<file path="src/design/pwm_encoder_position_filter_defines.svh">
// Assertion macros for the PWM encoder position filter.
// Included by the top level; no other dependencies.
`ifndef PWM_ENCODER_POSITION_FILTER_DEFINES_SVH
`define PWM_ENCODER_POSITION_FILTER_DEFINES_SVH

// Same-cycle implication, disabled during reset.
`define PWMEF_ASSERT_NOW(label, clk, rst, ante, cons) \
  label: assert property (@(posedge clk) disable iff (rst) (ante) |-> (cons)) \
    else $error("pwmef same-cycle check failed");

// Next-cycle implication, disabled during reset.
`define PWMEF_ASSERT_NEXT(label, clk, rst, ante, cons) \
  label: assert property (@(posedge clk) disable iff (rst) (ante) |=> (cons)) \
    else $error("pwmef next-cycle check failed");

`endif

</file>
<file path="src/design/pwmef_pkg.sv">
// Shared types and constants for the PWM encoder position filter.
// No dependencies.
package pwmef_pkg;

  typedef enum logic [2:0] {
    S_IDLE,
    S_RATIO_GO,
    S_RATIO,
    S_PUSH,
    S_BAND,
    S_COMP
  } state_t;

  // Divider status toward the sequencer
  typedef struct packed {
    logic busy;
    logic done;
  } div_status_t;

  localparam logic OP_EDGE = 1'b0;
  localparam logic OP_READ = 1'b1;

  localparam logic [2:0] CFG_PERIOD_LOW      = 3'd0;
  localparam logic [2:0] CFG_PERIOD_HIGH     = 3'd1;
  localparam logic [2:0] CFG_BAND_HALF_WIDTH = 3'd2;
  localparam logic [2:0] CFG_DIRECTION       = 3'd3;
  localparam logic [2:0] CFG_ZERO_OFFSET     = 3'd4;

  localparam logic [1:0] DIR_NONE = 2'b00;
  localparam logic [1:0] DIR_CW   = 2'b01;
  localparam logic [1:0] DIR_CCW  = 2'b11;

  localparam logic [31:0] PERIOD_LOW_RST  = 32'd56000;
  localparam logic [31:0] PERIOD_HIGH_RST = 32'd76000;
  localparam logic [15:0] BAND_HW_RST     = 16'd128;

  localparam logic signed [5:0] QUAL_RST = -6'sd15;
  localparam logic signed [5:0] QUAL_MIN = -6'sd16;
  localparam logic signed [5:0] QUAL_MAX = 6'sd16;

endpackage

</file>
<file path="src/design/pwmef_ram.sv">
// Generic single-write, single-read RAM with registered read data.
// No dependencies.
module pwmef_ram #(
  parameter int WIDTH = 16,
  parameter int DEPTH = 16
) (
  input  logic                     clk,
  input  logic                     we,
  input  logic [$clog2(DEPTH)-1:0] waddr,
  input  logic [WIDTH-1:0]         wdata,
  input  logic [$clog2(DEPTH)-1:0] raddr,
  output logic [WIDTH-1:0]         rdata
);

  logic [WIDTH-1:0] mem [DEPTH];

  always_ff @(posedge clk) begin
    if (we) begin
      mem[waddr] <= wdata;
    end
    rdata <= mem[raddr];
  end

endmodule

</file>
<file path="src/design/pwmef_div.sv">
// Restoring divider, one quotient bit per cycle, 32-bit divisor.
// Depends on pwmef_pkg (div_status_t).
module pwmef_div import pwmef_pkg::*; #(
  parameter int DIVIDEND_W = 44
) (
  input  logic                  clk,
  input  logic                  rst,
  input  logic                  start,
  input  logic [DIVIDEND_W-1:0] dividend,
  input  logic [31:0]           divisor,
  output logic [DIVIDEND_W-1:0] quotient,
  output div_status_t           status
);

  localparam int CW = $clog2(DIVIDEND_W + 1);

  logic [31:0]   rem;
  logic [CW-1:0] cnt;
  logic [32:0]   shifted;
  logic [32:0]   diff;
  logic          ge;

  assign shifted = {rem, quotient[DIVIDEND_W-1]};
  assign diff    = shifted - {1'b0, divisor};
  assign ge      = !diff[32];

  always_ff @(posedge clk) begin
    if (rst) begin
      status <= '0;
      cnt    <= '0;
    end else begin
      // done pulses for one cycle after the last iteration
      status.done <= !start && status.busy && (cnt == CW'(1));
      if (start) begin
        status.busy <= 1'b1;
        cnt         <= CW'(DIVIDEND_W);
      end else if (status.busy) begin
        cnt <= cnt - CW'(1);
        if (cnt == CW'(1)) begin
          status.busy <= 1'b0;
        end
      end
    end
  end

  always_ff @(posedge clk) begin
    if (start) begin
      rem      <= '0;
      quotient <= dividend;
    end else if (status.busy) begin
      rem      <= ge ? diff[31:0] : shifted[31:0];
      quotient <= {quotient[DIVIDEND_W-2:0], ge};
    end
  end

endmodule

</file>
<file path="src/design/pwm_encoder_position_filter.sv">
// Top level of the PWM absolute encoder position filter.
// Depends on pwmef_pkg, pwmef_div, pwmef_ram and the assertion macro header.
//
// Usage:
//  - Input channel (in_valid/in_ready): opcode 0 is an edge transaction
//    (timestamp, level); opcode 1 is a position read. Edge transactions are
//    absorbed in the accept cycle and give no result.
//  - Output channel (out_valid/out_ready): one result per read.
//  - cfg_we/cfg_index/cfg_data write the five registers; write only while idle.
//  - A read whose period passes the gate runs the restoring divider
//    once for on_time * 2^RATIO_SHIFT / period: the start state,
//    32 + RATIO_SHIFT iterations and the done pulse, then an optional
//    store write, the band update and the output load. A zero ratio skips
//    the store write and the band update. The next transaction is taken
//    once the sequencer is back in idle.
//  - A gated read goes from the accept straight to the output load.
//    Edge transactions leave the sequencer idle.
//  - in_ready is high only while the sequencer is idle.
//  - The result sits in an output register; the block goes idle and takes
//    new transactions while it waits. A following read stalls in its final
//    step until the previous result is taken.
//  - Reset (rst, synchronous) restores register defaults, clears the
//    average store valid bits and sum, and sets the quality count to -15.
`include "pwm_encoder_position_filter_defines.svh"

module pwm_encoder_position_filter import pwmef_pkg::*; #(
  parameter int STORE_DEPTH  = 16,
  parameter int WARMUP_LEVEL = 8,
  parameter int RATIO_SHIFT  = 12
) (
  input  logic               clk,
  input  logic               rst,
  input  logic               in_valid,
  output logic               in_ready,
  input  logic               opcode,
  input  logic [31:0]        timestamp,
  input  logic               level,
  output logic               out_valid,
  input  logic               out_ready,
  output logic [15:0]        position,
  output logic [15:0]        previous_position,
  output logic               fresh,
  output logic [15:0]        filtered_raw,
  output logic signed [5:0]  quality,
  input  logic               cfg_we,
  input  logic [2:0]         cfg_index,
  input  logic [31:0]        cfg_data
);

  localparam int PTR_W = $clog2(STORE_DEPTH);
  localparam int SUM_W = 16 + PTR_W;
  localparam int DIV_W = 32 + RATIO_SHIFT;
  localparam logic signed [5:0] WARMUP_Q = 6'(WARMUP_LEVEL);

  // mean = (sum * ceil(2^MEAN_K / depth)) >> MEAN_K, exact for any sum below 2^SUM_W
  localparam int MEAN_K  = SUM_W + PTR_W;
  localparam int RECIP_W = MEAN_K + 1;
  localparam int PROD_W  = SUM_W + RECIP_W;
  localparam logic [RECIP_W-1:0] MEAN_RECIP =
    RECIP_W'(((64'd1 << MEAN_K) + 64'(STORE_DEPTH) - 64'd1) / 64'(STORE_DEPTH));

  // configuration registers
  logic [31:0]        period_low;
  logic [31:0]        period_high;
  logic [15:0]        band_half_width;
  logic [1:0]         direction;
  logic signed [12:0] zero_offset;

  // measurement and filter state
  logic [31:0]        on_time;
  logic [31:0]        period;
  logic [31:0]        last_rise_time;
  logic               fresh_flag;
  logic [PTR_W-1:0]   store_pointer;
  logic [STORE_DEPTH-1:0] store_valid;
  logic [SUM_W-1:0]   store_sum;
  logic signed [5:0]  quality_count;
  logic [15:0]        last_good;
  logic [15:0]        band_low;
  logic [15:0]        band_high;
  logic [15:0]        raw_position;
  logic [15:0]        output_position;

  state_t state, state_next;

  // sequencer strobes
  logic div_start;
  logic ram_we;
  logic load_out;
  logic in_accept;

  logic [DIV_W-1:0] div_dividend;
  logic [31:0]      div_divisor;
  logic [DIV_W-1:0] div_quo;
  div_status_t      div_stat;
  logic [15:0]      ram_rdata;

  logic [15:0] ratio;
  logic        ratio_zero;
  logic        in_band;
  logic        warming;
  logic        do_push;
  logic [15:0] old_sample;
  logic [PROD_W-1:0] mean_prod;
  logic [15:0] mean;
  logic [31:0] delta;
  logic [12:0] off_neg;
  logic [11:0] off_mag;
  logic [11:0] dir_pos;
  logic [15:0] pos_next;

  assign in_accept = in_valid && in_ready;

  // ---- divider: duty ratio ----
  assign div_dividend = {on_time, {RATIO_SHIFT{1'b0}}};
  assign div_divisor  = period;

  pwmef_div #(.DIVIDEND_W(DIV_W)) u_div (
    .clk      (clk),
    .rst      (rst),
    .start    (div_start),
    .dividend (div_dividend),
    .divisor  (div_divisor),
    .quotient (div_quo),
    .status   (div_stat)
  );

  // ---- moving-average store; read port follows the write pointer ----
  pwmef_ram #(.WIDTH(16), .DEPTH(STORE_DEPTH)) u_store (
    .clk   (clk),
    .we    (ram_we),
    .waddr (store_pointer),
    .wdata (raw_position),
    .raddr (store_pointer),
    .rdata (ram_rdata)
  );

  // entries never written read as zero
  assign old_sample = store_valid[store_pointer] ? ram_rdata : 16'd0;

  // store mean from the running sum
  assign mean_prod = PROD_W'(store_sum) * PROD_W'(MEAN_RECIP);
  assign mean      = mean_prod[MEAN_K +: 16];

  // ---- filter decision on the fresh ratio ----
  assign ratio      = div_quo[15:0];
  assign ratio_zero = (ratio == 16'd0);
  assign warming    = (quality_count < WARMUP_Q);
  assign in_band    = (ratio > band_low) && (ratio < band_high);
  assign do_push    = warming || in_band;

  // ---- edge delta ----
  assign delta = timestamp - last_rise_time;

  // ---- direction and offset compensation ----
  assign off_neg = -zero_offset;
  assign off_mag = zero_offset[12] ? off_neg[11:0] : zero_offset[11:0];
  assign dir_pos = (direction == DIR_CCW) ? (12'd0 - raw_position[11:0])
                                          : raw_position[11:0];

  always_comb begin
    case (direction)
      DIR_CW, DIR_CCW: pos_next = {4'd0, dir_pos - off_mag};
      DIR_NONE:        pos_next = raw_position;
      default:         pos_next = output_position;  // meaningless code: hold
    endcase
  end

  // ---- sequencer: next state ----
  always_comb begin
    state_next = state;
    case (state)
      S_IDLE: begin
        if (in_accept && opcode == OP_READ) begin
          state_next = (period > period_low) ? S_RATIO_GO : S_COMP;
        end
      end
      S_RATIO_GO: state_next = S_RATIO;
      S_RATIO: begin
        if (div_stat.done) begin
          if (ratio_zero) begin
            state_next = S_COMP;
          end else if (do_push) begin
            state_next = S_PUSH;
          end else begin
            state_next = S_BAND;
          end
        end
      end
      S_PUSH: state_next = S_BAND;
      S_BAND: state_next = S_COMP;
      S_COMP: begin
        if (!out_valid || out_ready) begin
          state_next = S_IDLE;
        end
      end
      default: state_next = S_IDLE;
    endcase
  end

  // ---- sequencer: strobes ----
  always_comb begin
    in_ready  = 1'b0;
    div_start = 1'b0;
    ram_we    = 1'b0;
    load_out  = 1'b0;
    case (state)
      S_IDLE:     in_ready  = 1'b1;
      S_RATIO_GO: div_start = 1'b1;
      S_PUSH:     ram_we    = 1'b1;
      S_COMP:     load_out  = !out_valid || out_ready;
      default: begin
      end
    endcase
  end

  always_ff @(posedge clk) begin
    if (rst) begin
      state <= S_IDLE;
    end else begin
      state <= state_next;
    end
  end

  // ---- configuration ----
  always_ff @(posedge clk) begin
    if (rst) begin
      period_low      <= PERIOD_LOW_RST;
      period_high     <= PERIOD_HIGH_RST;
      band_half_width <= BAND_HW_RST;
      direction       <= DIR_NONE;
      zero_offset     <= '0;
    end else if (cfg_we) begin
      case (cfg_index)
        CFG_PERIOD_LOW:      period_low      <= cfg_data;
        CFG_PERIOD_HIGH:     period_high     <= cfg_data;
        CFG_BAND_HALF_WIDTH: band_half_width <= cfg_data[15:0];
        CFG_DIRECTION:       direction       <= cfg_data[1:0];
        CFG_ZERO_OFFSET:     zero_offset     <= cfg_data[12:0];
        default: begin
        end
      endcase
    end
  end

  // ---- edge capture and filter state ----
  always_ff @(posedge clk) begin
    if (rst) begin
      on_time         <= '0;
      period          <= '0;
      last_rise_time  <= '0;
      fresh_flag      <= 1'b0;
      store_pointer   <= '0;
      store_valid     <= '0;
      store_sum       <= '0;
      quality_count   <= QUAL_RST;
      last_good       <= '0;
      band_low        <= '0;
      band_high       <= '0;
      raw_position    <= '0;
      output_position <= '0;
    end else begin
      if (in_accept && opcode == OP_EDGE) begin
        if (level) begin
          if (delta < period_high && delta > period_low) begin
            period <= delta;
          end
          last_rise_time <= timestamp;
        end else begin
          on_time <= delta;
        end
        fresh_flag <= 1'b1;
      end

      if (state == S_RATIO && div_stat.done) begin
        if (ratio_zero) begin
          raw_position <= 16'd0;
        end else if (warming) begin
          raw_position <= ratio;
        end else if (in_band) begin
          raw_position <= ratio;
          last_good    <= ratio;
        end else begin
          raw_position <= last_good;
          if (quality_count > QUAL_MIN) begin
            quality_count <= quality_count - 6'sd1;
          end
        end
      end

      // replace oldest sample, keep running sum
      if (ram_we) begin
        store_sum <= store_sum - SUM_W'(old_sample) + SUM_W'(raw_position);
        store_valid[store_pointer] <= 1'b1;
        store_pointer <= (store_pointer == PTR_W'(STORE_DEPTH - 1))
                         ? '0 : store_pointer + PTR_W'(1);
        if (quality_count < QUAL_MAX) begin
          quality_count <= quality_count + 6'sd1;
        end
      end

      // outlier band round the updated mean, wrapping at 16 bits
      if (state == S_BAND) begin
        band_low  <= mean - band_half_width;
        band_high <= mean + band_half_width;
      end

      if (load_out) begin
        output_position <= pos_next;
        fresh_flag      <= 1'b0;
      end
    end
  end

  // ---- output register ----
  always_ff @(posedge clk) begin
    if (rst) begin
      out_valid <= 1'b0;
    end else if (load_out) begin
      out_valid <= 1'b1;
    end else if (out_ready) begin
      out_valid <= 1'b0;
    end
  end

  always_ff @(posedge clk) begin
    if (load_out) begin
      position          <= pos_next;
      previous_position <= output_position;
      fresh             <= fresh_flag;
      filtered_raw      <= raw_position;
      quality           <= quality_count;
    end
  end

  // ---- assertions ----
  `PWMEF_ASSERT_NOW(a_quality_range, clk, rst, 1'b1,
    quality_count >= QUAL_MIN && quality_count <= QUAL_MAX)
  `PWMEF_ASSERT_NOW(a_div_done_state, clk, rst, div_stat.done, state == S_RATIO)
  `PWMEF_ASSERT_NEXT(a_read_blocks, clk, rst, in_accept && opcode == OP_READ,
    !in_ready)
  `PWMEF_ASSERT_NEXT(a_fresh_cleared, clk, rst, load_out, !fresh_flag && out_valid)

endmodule
</file>
<file path="config.mk">
export PLATFORM = sky130hd
export DESIGN_NAME = pwm_encoder_position_filter
export DESIGN_NICKNAME = d
export VERILOG_FILES = /design/src/design/pwmef_pkg.sv /design/src/design/pwmef_ram.sv /design/src/design/pwmef_div.sv /design/src/design/pwm_encoder_position_filter.sv
export VERILOG_INCLUDE_DIRS = /design/src /design/src/design
export SDC_FILE = /design/constraint.sdc
export NUM_CORES = 1
export LEC_CHECK = 0
export ABC_AREA = 0
export BUFFER_PORTS_ARGS = -buffer_cell sky130_fd_sc_hd__buf_2
export CELL_PAD_IN_SITES_DETAIL_PLACEMENT = 2
export CELL_PAD_IN_SITES_GLOBAL_PLACEMENT = 2
export CORE_MARGIN = 2
export CORE_UTILIZATION = 45
export DETAILED_ROUTE_END_ITERATION = 8
export PLACE_DENSITY = 0.83
export SKIP_LAST_GASP = 1
export SLEW_MARGIN = 20
export SYNTH_ARGS = -nofsm -noshare
export SYNTH_HDL_FRONTEND = slang
export SYNTH_SLANG_ARGS = --single-unit
</file>
<file path="constraint.sdc">
create_clock -name clk -period 8.2 [get_ports clk]
set_input_delay 0.41 -clock clk [delete_from_list [all_inputs] [get_ports clk]]
set_output_delay 0.41 -clock clk [all_outputs]
set_load 0.01 [all_outputs]
</file>
==> impl_metrics.ini <==
[status]
outcome = finished clean

[synthesis]
synth.avg_cell_area_um2 = 10.3
ys_types = 92
synth.net_count = 3977
synth_edf_count = 343
flip_flop_and_latch_count_after_synthesis = 732
synth.cell_area_um2 = 37100
postSynth.asyncResetShare_pct = 0
ys.flop_type = sky130_fd_sc_hd__dfxtp_1
synthDominantAreaCellType = sky130_fd_sc_hd__edfxtp_1
syn_inst = 3621
ys_seq_area_share_pct = 48.7
yosysWarnings = 0
netlist.area_leader.share_pct = 27.7
synth_top_cells_by_area = sky130_fd_sc_hd__edfxtp_1 28%, sky130_fd_sc_hd__dfxtp_1 21%, sky130_fd_sc_hd__ha_1 8.8%

[pwr]
p_leak_nw = 16.2
vdd_drop_max_mv = 0.258
p_per_area_nw_per_um2 = 285

[sta]
fmax_mhz = 164
setup_total_negative_slack_ns = 0
setup_viol_count_final = 0
setup_repair_after_global_routing_missed_its_margin = no
timing_hold_violations_final = 0
timing.final.crit_share_pct = 74.5
final.min_clock_period_ns = 6.11
tightestPinTransition_ns = 1.11
maxSlewViolCount = 0
fin_worst_hold_slack_ns = 0.0192
maxSlewHeadroom_pct = 26.0
final.setup_skew_ns = 0.0567

[clock_network]
post-cts-setup-buffer-count = 0
cts.htree.levels = 3
tritoncts_num_sinks = 732
cts_repair_resize_count = 0
max-clock-path-buffers = 3
tritoncts = done
clk-insertion-delay-late_ns = 0.70
cts-hold-fix-buffers = 32
clockRootBuffer = sky130_fd_sc_hd__clkbuf_16
clkTransAtPathRegs_ns = 0.06
tritoncts.num_buffers = 83

[grt]
grt_overflow = 0
first_global_vias = 34293
track_usage_pct = 36.8
grt_pass1_wl_um = 231000
grt_antenna_before_repair = 14
grt_start_max_net_pins = 187

[setup_path]
critical_path.max_stage_delay_ns = 0.70
critPathTopFamily = compound AO/OA/AOI/OAI gates
cp_data_required_time_ns = 8.74
worst_setup_path_end_kind = flip-flop
cp.buffers_inverters = 2
critPathMaxFanout = 26
timing.critical_path.slowest_stage_cell = sky130_fd_sc_hd__dfxtp_4
worstSetupPathType = reg -> reg
crit_arrival_ns = 6.64
worstPathCellList = mux4_2 > mux4_2 > and2_1 > ha_1 > inv_1 > ha_1 > inv_1 > fa_1 > nor2b_1 > o21ai_0 > a21boi_0 > o21ai_0 > a21oi_1 > a21o_1 > a21o_1 > a31oi_1 > or4_1 > o311ai_0
timing.critical_path.from_type = flip-flop

[layout]
post_route_cells_drive_above_1_share_pct = 12.4
final.fill_count = 8143
register_area_um2 = 18100
multiInputGateArea_um2 = 17300
post-route-cell-area_um2 = 42300
area.growth.synth_to_final_pct = 14.0
finish.net_count = 4125

[placed_design]
place_area_um2 = 39000
numPortBuffers = 130
routabilityCongestion = 0.899
hpwl_um = 99900

[routing]
route.vias.total = 30293
via_per_inst = 6.17
drc = 0
detailedRoute.firstIterationViolations = 2240
wl_per_cell_um = 32.0
detail_route.first_pass.iterations = 5
drt.antenna.violating_nets = 0
drt-total-wl_um = 157000

[die]
rows = 105
full_die_area_um2 = 84800
coreArea_um2 = 81800
start_util_pct = 45.4
fp.dieH_um = 291
design.portCount = 131
dieWidth_um = 291

[worst_hold_path]
worst_hold_path_type = in -> reg

[run]
max_cap_violations = 0
==> power by group <==
group / total (mW) / leakage, nW / internal (mW) / switching [mW]
logic: 3.45 / 8.41 / 1.33 / 2.11
clock network: 4.22 / 1.46 / 2.44 / 1.79
registers: 4.40 / 6.35 / 4.11 / 0.285
total: 12.1 / 16.2 / 7.88 / 4.18
==> sequential cells by signal (all words and copies together), names as in the netlist, 20 cells and up <==
| name | cells |
|---|---|
| u_store.mem | 256 |
| u_div.quotient | 44 |
| last_rise_time | 32 |
| u_div.rem | 32 |
| div_divisor | 32 |
| period_high | 32 |
| store_sum | 20 |
| period_low | 32 |
| on_time | 32 |
==> cell families after synthesis <==
kind of cell,after synthesis,share of synthesized area (%)
AOI/OAI and AO/OA,727,12.1
xor gates and xnor gates,130,3.12
adders and majority gates,282,9.93
buffers and inverters,450,4.74
DFF,732,48.7
muxes,203,8.34
and+or+nand+nor,1097,13.1
==> path summary, 6_finish.rpt <==
check / slack [ns] / end / cells after the start / start
worst min register to register: 0.46 / fresh$_DFFE_PP_ / 0 / fresh_flag$_SDFFE_PP0P_
worst max-delay path: 2.09 / store_sum[12]$_SDFFE_PP0P_ / 18 / store_pointer[0]$_SDFFE_PP0P_
worst max register to register: 2.09 / store_sum[12]$_SDFFE_PP0P_ / 18 / store_pointer[0]$_SDFFE_PP0P_
worst min-delay path: 0.02 / last_rise_time[15]$_SDFFE_PP0P_ / 3 / timestamp[15]
==> cells in the mapped netlist, types with 73 or more instances <==
cell type,n
sky130_fd_sc_hd__nand2_1,541
sky130_fd_sc_hd__mux2i_1,116
sky130_fd_sc_hd__mux4_2,85
sky130_fd_sc_hd__a21o_1,73
sky130_fd_sc_hd__o21ai_0,110
sky130_fd_sc_hd__inv_1,287
sky130_fd_sc_hd__edfxtp_1,343
sky130_fd_sc_hd__clkbuf_1,130
sky130_fd_sc_hd__a21oi_1,332
sky130_fd_sc_hd__dfxtp_1,389
sky130_fd_sc_hd__ha_1,261
sky130_fd_sc_hd__xnor2_1,89
sky130_fd_sc_hd__nor2_1,243
==> placed cells by master, fill, tap and decap left out, drive strengths merged, types with 90 or more instances in the layout <==
cell type,synthesis,final
nand2,541,541
dfxtp,389,389
edfxtp,343,343
a21oi,333,333
inv,287,292
ha,261,261
nor2,243,243
buf,31,193
o21ai,123,123
mux2i,116,116
clkbuf,131,105
xnor2,90,90
==> worst register-to-register path, delay by kind of cell (launching register included) <==
kind	cells	cell delay, ns
compound gates	8	1.86
fa+ha+maj	3	0.98
buf+inv	2	0.24
flops	1	0.70
mux	2	1.33
simple gates	3	0.86
==> metrics by stage <==
| step | util [%] | std cells | power, mW | setup slack, ns |
|---|---|---|---|---|
| global placement | 47.6 | 4722 | 7.47 | 2.62 |
| floorplan | - | 3621 | 6.76 | 3.46 |
| finish | 51.7 | 4913 | 12.1 | 2.09 |
| global route | 51.7 | 4912 | 12.6 | 1.83 |
| CTS | 51.7 | 4907 | 12.1 | 2.27 |
| detailed placement | 47.6 | 4722 | 7.73 | 2.47 |
==> area by class of cell <==
class,instances,share of cell area (%)
Antenna cell,6,0.0355
Clock buffer,105,5.36
Clock inverter,48,1.71
Inverter,288,2.56
Multi-Input combinational cell,2439,41.0
Sequential cell,732,42.7
Tap cell,1070,3.16
Timing Repair Buffer,225,3.46
==> routing by layer <==
metal | routed length, µm | GRT usage [%]
met5 | 41 | 0
met4 | 12300 | 25.1
met3 | 7800 | 5.81
met2 | 81900 | 68.1
met1 | 55400 | 38.1
No activity file was read; power rests on OpenSTA's default activity.
